===== config.mk =====
export PLATFORM = sky130hd
export DESIGN_NAME = tccw_queue
export DESIGN_NICKNAME = d
export VERILOG_FILES = /design/src/hw/rtl/tccw_pkg.sv /design/src/hw/rtl/tccw_queue.sv
export SDC_FILE = /design/constraint.sdc
export NUM_CORES = 1
export LEC_CHECK = 0
export ABC_AREA = 0
export BUFFER_PORTS_ARGS = -buffer_cell sky130_fd_sc_hd__buf_2
export CAP_MARGIN = 20
export CORE_MARGIN = 3
export CORE_UTILIZATION = 55
export DETAILED_ROUTE_END_ITERATION = 10
export PLACE_DENSITY = 0.94
export SYNTH_ARGS = -nofsm -noshare
export SYNTH_HDL_FRONTEND = slang
export SYNTH_SLANG_ARGS = --single-unit
export TNS_END_PERCENT = 20

===== constraint.sdc =====
create_clock -name aclk -period 4.8 [get_ports aclk]
set_input_delay 0.72 -clock aclk [delete_from_list [all_inputs] [get_ports aclk]]
set_output_delay 0.72 -clock aclk [all_outputs]
set_load 0.1 [all_outputs]

===== src/hw/rtl/tccw_pkg.sv =====
// text console cursor writer: shared types, sizes and character codes
// depends on nothing; used by every module of the console core
`timescale 1ns / 1ps

package tccw_pkg;

    // screen geometry
    localparam int SCREEN_WIDTH  = 80;
    localparam int SCREEN_HEIGHT = 25;
    localparam int CELL_COUNT    = SCREEN_WIDTH * SCREEN_HEIGHT;
    localparam int ROW_W         = 5;
    localparam int COL_W         = 7;
    localparam int ADDR_W        = $clog2(CELL_COUNT);
    localparam int CHAR_W        = 8;
    localparam int CELL_W        = 2 * CHAR_W;

    // character codes
    localparam logic [CHAR_W-1:0] CH_NEWLINE   = 8'd10;
    localparam logic [CHAR_W-1:0] CH_BACKSPACE = 8'd8;
    localparam logic [CHAR_W-1:0] CH_SPACE     = 8'd32;

    // op field codes
    localparam logic OP_PUT  = 1'b0;
    localparam logic OP_READ = 1'b1;

    // configuration register indexes
    localparam int CFG_INDEX_W = 1;
    localparam int CFG_DATA_W  = 8;
    localparam logic [CFG_INDEX_W-1:0] CFG_TEXT_COLOUR   = 1'b0;
    localparam logic [CFG_INDEX_W-1:0] CFG_PROMPT_LENGTH = 1'b1;
    localparam logic [CHAR_W-1:0]      TEXT_COLOUR_RESET = 8'd7;

    // command queue between front and back
    localparam int QUEUE_DEPTH = 2;
    localparam int QPTR_W      = $clog2(QUEUE_DEPTH);
    localparam int QCNT_W      = $clog2(QUEUE_DEPTH + 1);

    typedef struct packed {
        logic              op;
        logic [CHAR_W-1:0] char_code;
        logic              from_user;
        logic [COL_W-1:0]  cell_column;
        logic [ROW_W-1:0]  cell_row;
    } in_item_t;

    typedef struct packed {
        logic [ROW_W-1:0]  cursor_row;
        logic [COL_W-1:0]  cursor_column;
        logic              command_request;
        logic [ROW_W-1:0]  command_row;
        logic              ignored;
        logic [CHAR_W-1:0] read_char;
        logic [CHAR_W-1:0] read_colour;
    } out_item_t;

    typedef enum logic [1:0] {
        KIND_READ      = 2'd0,
        KIND_NEWLINE   = 2'd1,
        KIND_BACKSPACE = 2'd2,
        KIND_PRINT     = 2'd3
    } kind_t;

    // classified word as queued for the back end
    typedef struct packed {
        kind_t             kind;
        logic [CHAR_W-1:0] char_code;
        logic              from_user;
        logic [COL_W-1:0]  col;
        logic [ROW_W-1:0]  row;
        logic              in_range;
    } cmd_t;

    typedef struct packed {
        logic [CHAR_W-1:0] text_colour;
        logic [COL_W-1:0]  prompt_length;
    } cfg_t;

endpackage


===== src/hw/rtl/tccw_queue.sv =====
// short command queue between front and back end
// depends on tccw_pkg
`timescale 1ns / 1ps

module tccw_queue (
    input  logic           aclk,
    input  logic           aresetn,
    input  logic           push,
    input  tccw_pkg::cmd_t push_data,
    input  logic           pop,
    output logic           full,
    output logic           not_empty,
    output tccw_pkg::cmd_t head
);

    tccw_pkg::cmd_t                  entry_reg [tccw_pkg::QUEUE_DEPTH];
    logic [tccw_pkg::QPTR_W-1:0]     wr_ptr_reg, wr_ptr_next;
    logic [tccw_pkg::QPTR_W-1:0]     rd_ptr_reg, rd_ptr_next;
    logic [tccw_pkg::QCNT_W-1:0]     count_reg, count_next;

    assign full      = (count_reg == tccw_pkg::QCNT_W'(tccw_pkg::QUEUE_DEPTH));
    assign not_empty = (count_reg != '0);
    assign head      = entry_reg[rd_ptr_reg];

    // pointer and fill count update
    always_comb begin
        wr_ptr_next = wr_ptr_reg;
        rd_ptr_next = rd_ptr_reg;
        count_next  = count_reg;
        if (push) begin
            wr_ptr_next = (wr_ptr_reg == tccw_pkg::QPTR_W'(tccw_pkg::QUEUE_DEPTH - 1))
                        ? '0 : wr_ptr_reg + 1'b1;
        end
        if (pop) begin
            rd_ptr_next = (rd_ptr_reg == tccw_pkg::QPTR_W'(tccw_pkg::QUEUE_DEPTH - 1))
                        ? '0 : rd_ptr_reg + 1'b1;
        end
        if (push && !pop) begin
            count_next = count_reg + 1'b1;
        end else if (pop && !push) begin
            count_next = count_reg - 1'b1;
        end
    end

    always_ff @(posedge aclk) begin
        if (!aresetn) begin
            wr_ptr_reg <= '0;
            rd_ptr_reg <= '0;
            count_reg  <= '0;
        end else begin
            wr_ptr_reg <= wr_ptr_next;
            rd_ptr_reg <= rd_ptr_next;
            count_reg  <= count_next;
        end
    end

    // entry storage
    always_ff @(posedge aclk) begin
        if (push) begin
            entry_reg[wr_ptr_reg] <= push_data;
        end
    end

endmodule


==> tab_implementation.tex <==
\begin{tabular}{lr}
\hline
Metric & Value \\
\hline
\multicolumn{2}{l}{\textbf{Setup path}} \\
\quad Capturing element of the worst setup path & head[10] \\
\quad WP buf/inv & 1 \\
\quad Slowest library cell on the worst path & dfxtp\_1 \\
\quad Setup slack, reg-to-reg & 3360 ps \\
\quad Cell-by-cell trace of the critical path & mux2\_2 -> buf\_2 \\
\quad Reg2Reg Capture Point & entry\_reg[0][14] \\
\quad Startpoint of the worst-slack reg-to-reg timing path & wr\_ptr\_reg \\
\quad WP data arrival & between 2000 and 2500 ps \\
\quad Family with the most delay on the worst path & flip-flops \\
\quad Critical path endpoint category & output port \\
\quad Critical path launch point type & flip-flop \\
\quad Stages on the worst setup path & 2 \\
\quad Depth of the worst register-to-register path & 2 \\
\quad Peak fanout along the critical path & 24 \\
\quad Critical path's largest stage delay & between 1000 and 1500 ps \\
\quad Required time reported for the critical path endpoint & between 4000 and 5000 ps \\
\quad Startpoint-to-endpoint class of the critical path & flip-flop to output port \\
\multicolumn{2}{l}{\textbf{Synth}} \\
\quad Synthesized netlist cell count & a little under 100 \\
\quad Count of warnings emitted by yosys & 0 \\
\quad Synthesized area per cell & 20.14 µm² \\
\quad Post-synthesis cell type with the largest combined area & edfxtp\_1 \\
\quad Number of register bits inferred by synthesis & 53 \\
\quad Fraction of the yosys area taken by sequential cells & 0.7892 \\
\quad Top cells by area, synth & edfxtp\_1 (74\%), mux2\_2 (14\%), dfxtp\_1 (5.1\%) \\
\quad Total standard cell area after synthesis & 0.001953 mm² \\
\quad Synth cell types & 17 \\
\quad Fraction of post-synthesis cell area in the top cell type by area & 0.7380 \\
\quad Net Count, Synth & 126 \\
\multicolumn{2}{l}{\textbf{Place}} \\
\quad Placement-stage cell area & between 0.002 and 0.0025 mm² \\
\quad Count of placed standard cells including taps & just under 200 \\
\quad Routability Congestion & just over 0.6 \\
\quad Half-perimeter wire length after placement & roughly 2.1 mm \\
\quad Number of port buffers & 53 \\
\multicolumn{2}{l}{\textbf{Timing}} \\
\quad Tightest Pin Transition & roughly 1000 ps \\
\quad Final worst path period share & 0.5872 \\
\quad Pins over their slew limit & 0 \\
\quad RSZ-0062 raised after global routing & false \\
\quad Final setup viols & 0 \\
\quad Worst slew margin relative to its limit & 0.3225 \\
\quad Final-report hold violation count & 0 \\
\quad FMAX & approximately 350 MHz \\
\quad Layout Skew & approximately 3.7 ps \\
\quad Setup TNS & 0 ps \\
\quad Min Tclk post-route & around 2800 ps \\
\multicolumn{2}{l}{\textbf{Hold path}} \\
\quad Cells on Worst Hold Path & 2 \\
\quad Type of the worst min-delay path & flip-flop to flip-flop \\
\multicolumn{2}{l}{\textbf{CTS}} \\
\quad Insertion delay of the later-clocked pin in the worst-skew pair & around 340 ps \\
\quad Hold buffer count at cts & 0 \\
\quad Cts bufs inserted & 5 \\
\quad Post-cts repair resize count & 0 \\
\quad H-tree depth reported by CTS & 2 \\
\quad CTS tree & yes \\
\quad Clock Path Buffers & 2 \\
\quad \# Post-CTS Setup Buffers & 0 \\
\quad Clock Root Buffer & clkbuf\_4 \\
\quad Clock tree sinks & between 50 and 60 \\
\quad Clock transition at the registers of the reported paths & between 100 and 150 ps \\
\multicolumn{2}{l}{\textbf{Final layout}} \\
\quad Layout overhead on the synthesized area & 20.37\% \\
\quad Total non-filler cell area in the finished layout & roughly 0.0024 mm² \\
\quad Fraction of final layout cells with drive strength greater than 1 & 0.5605 \\
\quad Number of antenna cells inserted & 0 \\
\quad Net count of the finished layout & 185 \\
\quad Max FFs per register & 48 \\
\quad Post-route insts no fill & $\sim$200 \\
\multicolumn{2}{l}{\textbf{Die}} \\
\quad Initial core utilization & 0.5762 \\
\quad Total number of placement rows & 21 \\
\quad Die height & 65.59 µm \\
\quad IO Pins & between 50 and 60 \\
\quad Core outline area & 0.003390 mm² \\
\quad Die outline width & $\sim$66 µm \\
\quad Die outline area & about 0.0043 mm² \\
\multicolumn{2}{l}{\textbf{Job}} \\
\quad Max-cap violations & 0 \\
\multicolumn{2}{l}{\textbf{Pwr}} \\
\quad Reg power frac & 0.554 \\
\quad Power Internal & 641.1 µW \\
\quad Power per Cell Area & approximately 420 mW/mm² \\
\quad Net switching power & between 300 and 400 µW \\
\quad Logic pwr share & 0.271 \\
\quad IR drop worst, VDD & 0.0002367 V \\
\quad Clk pwr share & 0.174 \\
\quad Switching Fraction & 0.3489 \\
\quad Pleak & 0.0009020 µW \\
\multicolumn{2}{l}{\textbf{Global route}} \\
\quad Sum of overflow across all layers after global routing & 0 \\
\quad Global-route wire length before repair & between 4 and 5 mm \\
\quad Initial antenna violation count & 0 \\
\quad Number of global-route vias before repair & slightly above 1000 \\
\quad Maximum number of pins on one net before global-route repair & 25 \\
\quad Global-route total usage across every layer & 0.1504 \\
\multicolumn{2}{l}{\textbf{Drt}} \\
\quad Vias per inst & 4.980 \\
\quad Count of routing violations after the opening detailed-route iteration & 36 \\
\quad Routed length per placed instance & 14.78 µm \\
\quad Residual antenna-violating net count after detailed routing & 0 \\
\quad DRC Markers & 0 \\
\quad Met1 WL & approximately 1.2 mm \\
\quad Vias & roughly 1000 \\
\quad DRT Pass-1 Iters & 4 \\
\quad Top sig layer & met4 \\
\quad Sum of met2 wire segment lengths after detailed routing & roughly 1.6 mm \\
\quad Post-detailed-routing wire length & $\sim$3.0 mm \\
\quad Detail Route met3 WL & roughly 190 µm \\
\multicolumn{2}{l}{\textbf{Run status}} \\
\quad Outcome & completed \\
\hline
\end{tabular}
## kinds of logic (layout without fill, tap and decap cells)
family | count (synthesis) | in the layout | synth area share
AO/OA/AOI/OAI | 3 | 3 | 0.01025
adder cells (fa/ha/maj) | 1 | 1 | 0.006405
multiplexers | 24 | 24 | 0.1384
buffers and inverters | 4 | 64 | 0.01217
AND/OR/NAND/NOR | 9 | 9 | 0.03011
XOR/XNOR | 3 | 3 | 0.01346
flip-flops | 53 | 53 | 0.7892
## worst min path at each step
stage,from,endpoint,slack (ps)
finish,count_reg[1],count_reg[1],530
global route,push_data[19],entry_reg[0][19],520
CTS,count_reg[1],count_reg[1],530
detailed placement,count_reg[1],count_reg[1],510
global placement,count_reg[1],count_reg[1],470
floorplan,count_reg[1],count_reg[1],460
## area by class of cell
class / count / area, µm²
Clock inverter: 3 / 12.51
Sequential cell: 53 / 1541
Timing Repair Buffer: 55 / 307.8
Fill cell: 218 / 1039
Multi-Input combinational cell: 40 / 390.4
Inverter: 1 / 3.754
Tap cell: 46 / 57.56
Clock buffer: 5 / 37.54
## per-layer routing
metal,vias up,track usage
met5,-,0
met4,0,0.06218
met3,6,0.05641
met2,36,0.2617
met1,481,0.1641
li1,488,-
## worst register-to-register path, cell delays in order (launching register included)
cell and delay [ps]:
dfxtp_1 360, nor2b_2 560, buf_8 250
## power by group through the flow
stage | logic, µW | clock network [µW] | registers, µW
floorplan | 232 | 0 | 547
global placement | 261 | 0 | 555
detailed placement | 266 | 0 | 557
CTS | 267 | 179 | 547
global route | 277 | 201 | 549
finish | 267 | 171 | 546
## placed cells by master, fill, tap and decap left out, types with 2 or more instances in the layout
cell       n
clkbuf_4   5
dfxtp_1    5
mux2_2    24
and2_1     4
xor2_1     2
buf_2     53
clkinv_1   2
edfxtp_1  48
## metrics by stage
step           setup slack (ps)  total power (µW)  utilization  hold slack, ps
2_1_floorplan              2534             779.6            -           461.2
6_report                   1982             984.7       0.6936           528.8
3_5_place_dp               2322             823.2       0.6707           512.9
5_1_grt                    1811              1027       0.6936           519.2
3_3_place_gp               2349             815.8       0.6663           469.3
4_1_cts                    1917             992.4       0.6855           530.8
## synth_stat cells, drive strengths merged
master and number:
o21ai 1, inv 1, nor2b 2, a21boi 1
xor2 2, and2 4, mux2 24, xnor2 1
and2b 1, ha 1, buf 3, or3 1
dfxtp 5, o21a 1, edfxtp 48, or2 1
(Power assumes the default switching activity.)
