## src/hw/rtl/tccw_pkg.sv

```systemverilog
// text console cursor writer: shared types, sizes and character codes
// depends on nothing; used by every module of the console core
`timescale 1ns / 1ps

package tccw_pkg;

    // screen geometry
    localparam int SCREEN_WIDTH  = 80;
    localparam int SCREEN_HEIGHT = 25;
    localparam int CELL_COUNT    = SCREEN_WIDTH * SCREEN_HEIGHT;
    localparam int ROW_W         = 5;
    localparam int COL_W         = 7;
    localparam int ADDR_W        = $clog2(CELL_COUNT);
    localparam int CHAR_W        = 8;
    localparam int CELL_W        = 2 * CHAR_W;

    // character codes
    localparam logic [CHAR_W-1:0] CH_NEWLINE   = 8'd10;
    localparam logic [CHAR_W-1:0] CH_BACKSPACE = 8'd8;
    localparam logic [CHAR_W-1:0] CH_SPACE     = 8'd32;

    // op field codes
    localparam logic OP_PUT  = 1'b0;
    localparam logic OP_READ = 1'b1;

    // configuration register indexes
    localparam int CFG_INDEX_W = 1;
    localparam int CFG_DATA_W  = 8;
    localparam logic [CFG_INDEX_W-1:0] CFG_TEXT_COLOUR   = 1'b0;
    localparam logic [CFG_INDEX_W-1:0] CFG_PROMPT_LENGTH = 1'b1;
    localparam logic [CHAR_W-1:0]      TEXT_COLOUR_RESET = 8'd7;

    // command queue between front and back
    localparam int QUEUE_DEPTH = 2;
    localparam int QPTR_W      = $clog2(QUEUE_DEPTH);
    localparam int QCNT_W      = $clog2(QUEUE_DEPTH + 1);

    typedef struct packed {
        logic              op;
        logic [CHAR_W-1:0] char_code;
        logic              from_user;
        logic [COL_W-1:0]  cell_column;
        logic [ROW_W-1:0]  cell_row;
    } in_item_t;

    typedef struct packed {
        logic [ROW_W-1:0]  cursor_row;
        logic [COL_W-1:0]  cursor_column;
        logic              command_request;
        logic [ROW_W-1:0]  command_row;
        logic              ignored;
        logic [CHAR_W-1:0] read_char;
        logic [CHAR_W-1:0] read_colour;
    } out_item_t;

    typedef enum logic [1:0] {
        KIND_READ      = 2'd0,
        KIND_NEWLINE   = 2'd1,
        KIND_BACKSPACE = 2'd2,
        KIND_PRINT     = 2'd3
    } kind_t;

    // classified word as queued for the back end
    typedef struct packed {
        kind_t             kind;
        logic [CHAR_W-1:0] char_code;
        logic              from_user;
        logic [COL_W-1:0]  col;
        logic [ROW_W-1:0]  row;
        logic              in_range;
    } cmd_t;

    typedef struct packed {
        logic [CHAR_W-1:0] text_colour;
        logic [COL_W-1:0]  prompt_length;
    } cfg_t;

endpackage

```

## src/hw/rtl/tccw_front.sv

```systemverilog
// front end: classifies incoming words into commands for the queue
// depends on tccw_pkg
`timescale 1ns / 1ps

module tccw_front (
    input  logic               s_valid,
    output logic               s_ready,
    input  tccw_pkg::in_item_t s_data,
    input  logic               queue_full,
    input  logic               clear_busy,
    output logic               push,
    output tccw_pkg::cmd_t     cmd
);

    // accept only when the queue has room and the buffer is not being cleared
    assign s_ready = !queue_full && !clear_busy;
    assign push    = s_valid && s_ready;

    // classify the word
    always_comb begin
        cmd.char_code = s_data.char_code;
        cmd.from_user = s_data.from_user;
        cmd.col       = s_data.cell_column;
        cmd.row       = s_data.cell_row;
        cmd.in_range  = (s_data.cell_column < tccw_pkg::COL_W'(tccw_pkg::SCREEN_WIDTH))
                     && (s_data.cell_row < tccw_pkg::ROW_W'(tccw_pkg::SCREEN_HEIGHT));
        if (s_data.op == tccw_pkg::OP_READ) begin
            cmd.kind = tccw_pkg::KIND_READ;
        end else if (s_data.char_code == tccw_pkg::CH_NEWLINE) begin
            cmd.kind = tccw_pkg::KIND_NEWLINE;
        end else if (s_data.char_code == tccw_pkg::CH_BACKSPACE) begin
            cmd.kind = tccw_pkg::KIND_BACKSPACE;
        end else begin
            cmd.kind = tccw_pkg::KIND_PRINT;
        end
    end

endmodule

```

## config.mk

```make
export PLATFORM = sky130hd
export DESIGN_NAME = tccw_front
export DESIGN_NICKNAME = d
export VERILOG_FILES = /design/src/hw/rtl/tccw_pkg.sv /design/src/hw/rtl/tccw_front.sv
export SDC_FILE = /design/constraint.sdc
export NUM_CORES = 1
export LEC_CHECK = 0
export ABC_AREA = 1
export ABC_CLOCK_PERIOD_IN_PS = 800
export BUFFER_PORTS_ARGS = -buffer_cell sky130_fd_sc_hd__buf_2
export CAP_MARGIN = 20
export CORE_AREA = 5 5 42 44
export DETAILED_ROUTE_END_ITERATION = 12
export DIE_AREA = 0 0 47 49
export PLACE_DENSITY = 0.67
export SLEW_MARGIN = 40
export SYNTH_ARGS = -nofsm -noshare
export SYNTH_HDL_FRONTEND = slang
export SYNTH_SLANG_ARGS = --single-unit
```

## constraint.sdc

```tcl
create_clock -name vclk -period 0.8
set_clock_uncertainty 0.05 [all_clocks]
set_input_delay 0.16 -clock vclk [all_inputs]
set_output_delay 0.16 -clock vclk [all_outputs]
set_load 0.1 [all_outputs]
```

==> reports/metrics.yaml, run 1 <==
layout.nets: 106
grt_pass1_wl_um: 1550
nClkBuffers: 0
combPwrFrac: 1.000
setup_slack_ns: -0.257
vias_per_cell: 3.83
seq_area_um2: 0
hold_path_startpoint: "s_data[7]"
design_area_um2: 927
n_antenna_cell: 0
cp_cell_sequence: "buf_6 -> buf_6 -> nor2_2 -> nand2_1 -> nor2_2 -> nor2_4 -> buf_12"
static-leakage-power_nw: 0.440
grt_max_degree: 4
fillers: 109
worstHoldPathType: "in2out"
holdPathEnd: "cmd[8]"
dr.pass1.iters: 3
wirelength_um: 1090
initial_core_util: 0.179
power.density_nw_per_um2: 999
dp_hpwl_um: 945
synth_area_leaders: "buf_4 (63%), nor2_1 (16%), nand2_1 (6.0%), inv_1 (4.5%), nor3b_1 (3.0%)"
gp_congestion: 0.608
syn_area_um2: 251
gr-total-overflow: 0
rsz0062_at_grt: "yes"
ios: 51
drtAntennaViolNets: 0
drive_gt1_frac: 0.911
vdd_ir_drop_max_v: 0.000404
hold_depth: 0
fmax_mhz: 946
p_int_mw: 0.369
end_kind: "output port"
yosysMostFrequentCell: "buf_4"
io_buffers: 41
ys_warn_count: 0
finalMaxSlewViolations: 0
finalCritPeriodShare: 1.32
clkPwrFrac: 0
cp_slowest_stage_delay_ns: 0.16
synthesis.nets: 68
tightest_slew_ns: 0.198
drc: 0
dpl_cell_area_um2: 800
min_period_ns: 1.06
relSlewSlack: 0.868
cp.arrival_ns: 0.85
synth_area_leader_cell: "buf_4"
power.total_mw: 0.926
hold_buffers: 0
synthTopCellsByCount: "buf_4 (21), nor2_1 (11), nand2_1 (4)"
first_iter_violations: 1
first_global_vias: 351
swShare: 0.601
synth_cells: 43
antenna_found_initial: 0
hold_viol: 0
pre_cts_slack_ns: -0.427
die_h_um: 49
outcome: "finished, violations left"
p_sw_mw: 0.557
path_max_fanout: 2
p_seq_frac: 0
synth_cell_type_count: 8
cp-start-kind: "input pin"
area_growth_pct: 269
path_class: "in2out"
timing.max_cap.violations: 0
synth_top_area_share: 0.627
core_area_um2: 1400
design.seq.count: 0
cp_data_required_time_ns: 0.59
fp-row-count: 14
critPathSlowestCell: "buf_12"
die_area_um2: 2300
violations: "setup timing"
wire_per_inst_um: 11.5
setup-violations-final: 6
grtUsageTotal: 0.0856
ys_seq_area_frac: 0
synth_area_per_cell_um2: 5.85
die_x_um: 47
via_count: 364
==> layer usage <==
metal  share of wire  GRT usage  up-vias
met5               0          0        -
met4               0    0.00461        0
met3            0.12     0.0258        0
met2            0.67      0.181       21
met1            0.21     0.0739      162
li1                -          -      181
==> placed cells by master (no fill, tap or decap), types with 2 or more instances in the layout <==
cell type	count
nor2_4	7
nor2_2	4
buf_12	21
inv_1	2
buf_4	15
nand2_1	3
buf_6	12
buf_2	8
==> cell type report <==
| type | instances | area [µm²] | share of cell area |
|---|---|---|---|
| well taps | 16 | 20.0 | 0.0216 |
| inverters | 3 | 23.8 | 0.0256 |
| multi-input cells | 19 | 160 | 0.173 |
| repair buffers | 57 | 723 | 0.780 |
==> power by group through the flow <==
| stage | Combinational (mW) | Sequential [mW] | Clock (mW) |
|---|---|---|---|
| 3_3_place_gp | 0.855 | 0 | 0 |
| 4_1_cts | 0.908 | 0 | 0 |
| 6_report | 0.926 | 0 | 0 |
| 5_1_grt | 0.953 | 0 | 0 |
| 2_1_floorplan | 0.650 | 0 | 0 |
| 3_5_place_dp | 0.865 | 0 | 0 |
==> critical path, delay by kind of cell <==
| family | cells | cell delay [ns] |
|---|---|---|
| buf+inv | 3 | 0.36 |
| simple gates | 4 | 0.32 |
==> timing repair <==
action | CTS | global route
resized for setup | 18 | 11
buffers inserted | 2 | 1
endpoints found under the hold margin | 0 | 0
pin swaps | 9 | 11
endpoints found under the setup margin | 7 | 6
==> how the worst max path moves through the flow <==
| stage | startpoint | to | slack, ns | cells past startpoint |
|---|---|---|---|---|
| floorplan | clear_busy | push | -0.40 | 1 |
| global placement | s_data[16] | cmd[23] | -0.41 | 7 |
| detailed placement | s_data[16] | cmd[23] | -0.43 | 7 |
| CTS | s_data[14] | cmd[22] | -0.25 | 7 |
| global route | s_data[14] | cmd[22] | -0.29 | 7 |
| finish | s_data[14] | cmd[22] | -0.26 | 7 |
==> cells by family (layout without fill, tap and decap cells) <==
group | count (synthesis) | count (layout) | synth area share
AO/OA/AOI/OAI | 2 | 2 | 0.0497
buffers and inverters | 24 | 60 | 0.672
AND/OR/NAND/NOR | 17 | 17 | 0.279
==> per-stage QoR <==
stage	utilization	hold WS, ns	TNS, ns	instances
floorplan	-	0.366	-1.12	43
global placement	0.571	0.271	-1.14	94
detailed placement	0.571	0.271	-1.20	94
CTS	0.628	0.271	-0.836	95
global route	0.662	0.270	-0.985	95
finish	0.662	0.270	-0.826	95
Power figures use the tool's default switching activity.
==> run 2: changes to the inputs <==
- ABC_CLOCK_PERIOD_IN_PS: 800 -> 1200
- PLACE_DENSITY: 0.67 -> unset
- clock period: 0.8 -> 1.2 ns (I/O delays scaled with it)
==> reports/metrics.yaml, run 2 (synthesis gave the netlist of run 1 again) <==
die_h_um: 49
die_x_um: 47
hold_viol: 0
setup_slack_ns: 0.00783
pre_cts_slack_ns: -0.0305
fmax_mhz: 839
grtUsageTotal: 0.0716
gp_congestion: 0.599
path_max_fanout: 2
worstHoldPathType: "in2out"
via_count: 353
vias_per_cell: 4.01
dr.pass1.iters: 1
finalCritPeriodShare: 0.993
nClkBuffers: 0
power.density_nw_per_um2: 709
io_buffers: 41
final_cell_mix: "buf_12 (21), buf_2 (18), nor2_4 (9), buf_4 (9), nor2_2 (3)"
final_common_cell: "buf_12"
vdd_ir_drop_max_v: 0.000320
grt_max_degree: 4
outcome: "finished clean"
first_global_vias: 352
gr-total-overflow: 0
finalMaxSlewViolations: 0
antenna_found_initial: 0
die_area_um2: 2300
cp-start-kind: "input pin"
design.seq.count: 0
seq_area_um2: 0
tightest_slew_ns: 0.184
wirelength_um: 1050
layout.nets: 99
grt_pass1_wl_um: 1330
fillers: 121
min_period_ns: 1.19
drive_gt1_frac: 0.958
fp-row-count: 14
setup-violations-final: 0
post_cts_buffers: 0
path_class: "in2out"
multiInputGateArea_um2: 183
first_iter_violations: 0
cp_data_required_time_ns: 0.91
static-leakage-power_nw: 0.392
cp.arrival_ns: 0.90
relSlewSlack: 0.877
n_antenna_cell: 0
area_growth_pct: 225
initial_core_util: 0.179
fin_util: 0.584
ios: 51
dp_hpwl_um: 881
drc: 0
core_area_um2: 1400
end_kind: "output port"
timing.max_cap.violations: 0
wire_per_inst_um: 12.0
drtAntennaViolNets: 0
-- run 2: changes by cell type in the layout (fill, tap and decap cells not counted), sizes merged --
cell,change
buf,-7
-- run 2: final timing paths --
kind | to | startpoint | cells past startpoint
setup / recovery | cmd[22] | s_data[18] | 6
hold / removal | cmd[13] | s_data[12] | 0
-- run 2: report_power, final --
group | total, mW | switching [mW] | internal [mW]
logic | 0.580 | 0.369 | 0.211
clock network | 0 | 0 | 0
registers | 0 | 0 | 0
total | 0.580 | 0.369 | 0.211
-- run 2: area by class of cell --
cell class | count | share of cell area
multi-input cells | 19 | 0.223
inverters | 3 | 0.0138
repair buffers | 50 | 0.739
well taps | 16 | 0.0245
-- run 2: timing repair --
| action | 4_1_cts | 5_1_grt |
|---|---|---|
| gates resized for setup | 0 | 21 |
| hold endpoints to repair | 0 | 0 |
| pin swaps | 0 | 10 |
| hold buffers | 0 | 0 |
| endpoints found under the setup margin | 2 | 2 |
-- run 2: critical path, cell delays in order --
cell,delay (ns)
buf_2,0.12
nor2_4,0.13
nand2_4,0.08
nor2_4,0.11
nor2_4,0.06
buf_12,0.16
-- run 2: through the flow --
step | std cells | instance area (µm²) | total power [mW] | TNS [ns] | hold WS [ns]
detailed placement | 88 | 749 | 0.561 | -0.0483 | 0.431
finish | 88 | 818 | 0.580 | 0 | 0.430
global placement | 88 | 749 | 0.557 | -0.0373 | 0.431
floorplan | 43 | 299 | 0.430 | -0.163 | 0.526
CTS | 88 | 749 | 0.561 | -0.0484 | 0.431
global route | 88 | 818 | 0.597 | -0.0380 | 0.430
-- run 2: layer usage --
metal / up-vias / track usage / routed length (µm)
li1: 167 / - / -
met1: 149 / 0.0696 / 220
met2: 37 / 0.140 / 598
met3: 0 / 0.0295 / 232
met4: 0 / 0 / 0
met5: - / 0 / 0
==> run 3: changes to the inputs <==
- ABC_CLOCK_PERIOD_IN_PS: 1200 -> 1360
- clock period: 1.2 -> 1.36 ns (I/O delays scaled with it)
==> reports/metrics.yaml, run 3 (synthesis gave the netlist of run 1 again) <==
setup-violations-final: 0
fmax_mhz: 783
cp-start-kind: "input pin"
layout.nets: 90
path_class: "in2out"
holdPathEnd: "cmd[6]"
min_period_ns: 1.28
nClkBuffers: 0
wire_per_inst_um: 9.77
hold_depth: 0
finalMaxSlewViolations: 0
path_max_fanout: 2
tightest_slew_ns: 0.241
antenna_found_initial: 0
vdd_ir_drop_max_v: 0.000280
wirelength_um: 772
post_cts_buffers: 0
fillers: 138
rsz0062_at_grt: "no"
finalCritPeriodShare: 0.939
end_kind: "output port"
first_iter_violations: 0
relSlewSlack: 0.840
final_cell_mix: "buf_12 (21), buf_2 (20), nor2_1 (5), nand2_1 (4), nor2_4 (4)"
fp-row-count: 14
cp.arrival_ns: 0.96
outcome: "finished clean"
final_common_cell: "buf_12"
grt_max_degree: 4
dr.pass1.iters: 1
via_count: 303
gp_congestion: 0.591
io_buffers: 41
drive_gt1_frac: 0.778
drc: 0
setup_slack_ns: 0.0828
die_area_um2: 2300
power.total_mw: 0.469
hold_buffers: 0
area_growth_pct: 171
hold_viol: 0
gr-total-overflow: 0
setup-tns-final_ns: 0
drtAntennaViolNets: 0
n_antenna_cell: 0
cp_data_required_time_ns: 1.04
initial_core_util: 0.179
die_x_um: 47
static-leakage-power_nw: 0.330
worstHoldPathType: "in2out"
die_h_um: 49
first_global_vias: 293
core_area_um2: 1400
hold_path_startpoint: "s_data[5]"
cts-resized-gates: 0
timing.max_cap.violations: 0
grtUsageTotal: 0.0632
design.seq.count: 0
pre_cts_slack_ns: 0.0436
seq_area_um2: 0
vias_per_cell: 3.84
grt_pass1_wl_um: 1170
ios: 51
power.density_nw_per_um2: 689
run 3: stage by stage:
stage | instances | area, µm² | hold slack [ns] | utilization
6_report | 79 | 681 | 0.494 | 0.486
3_3_place_gp | 79 | 676 | 0.495 | 0.482
2_1_floorplan | 43 | 293 | 0.590 | -
3_5_place_dp | 79 | 676 | 0.495 | 0.482
4_1_cts | 79 | 676 | 0.495 | 0.482
5_1_grt | 79 | 681 | 0.494 | 0.486
run 3: worst max-delay path by stage:
stage               slack [ns]  endpoint  cells past startpoint        from
detailed placement        0.04   cmd[23]                      6  s_data[20]
CTS                       0.04   cmd[23]                      6  s_data[20]
global route              0.02   cmd[22]                      6  s_data[20]
floorplan                -0.07      push                      1  clear_busy
finish                    0.08   cmd[23]                      7  s_data[16]
global placement          0.06   cmd[23]                      7  s_data[16]
run 3: area by class of cell:
cell class | instances | area, µm² | share of cell area
tap | 16 | 20.0 | 0.0294
inverter | 3 | 11.3 | 0.0165
timing repair buffer | 41 | 520 | 0.765
multi-input combinational | 19 | 129 | 0.189
run 3: critical path, cell delays in order:
cell and delay [ns]:
buf_2 0.11, inv_1 0.05, nor2_2 0.09, nand2_1 0.07, nor2_2 0.15, nor2_4 0.05, buf_12 0.16
run 3: routing by layer:
metal,wire length [µm],part of all wire,GRT usage,up-vias
li1,-,-,-,148
met1,184,0.24,0.0609,123
met2,397,0.51,0.122,30
met3,187,0.24,0.0258,2
met4,2,0.0026,0.00461,0
met5,0,0,0,-
run 3: report_power, final:
group | internal [mW] | leakage [nW] | switching, mW
clock network | 0 | 0 | 0
logic | 0.161 | 0.330 | 0.308
registers | 0 | 0 | 0
total | 0.161 | 0.330 | 0.308
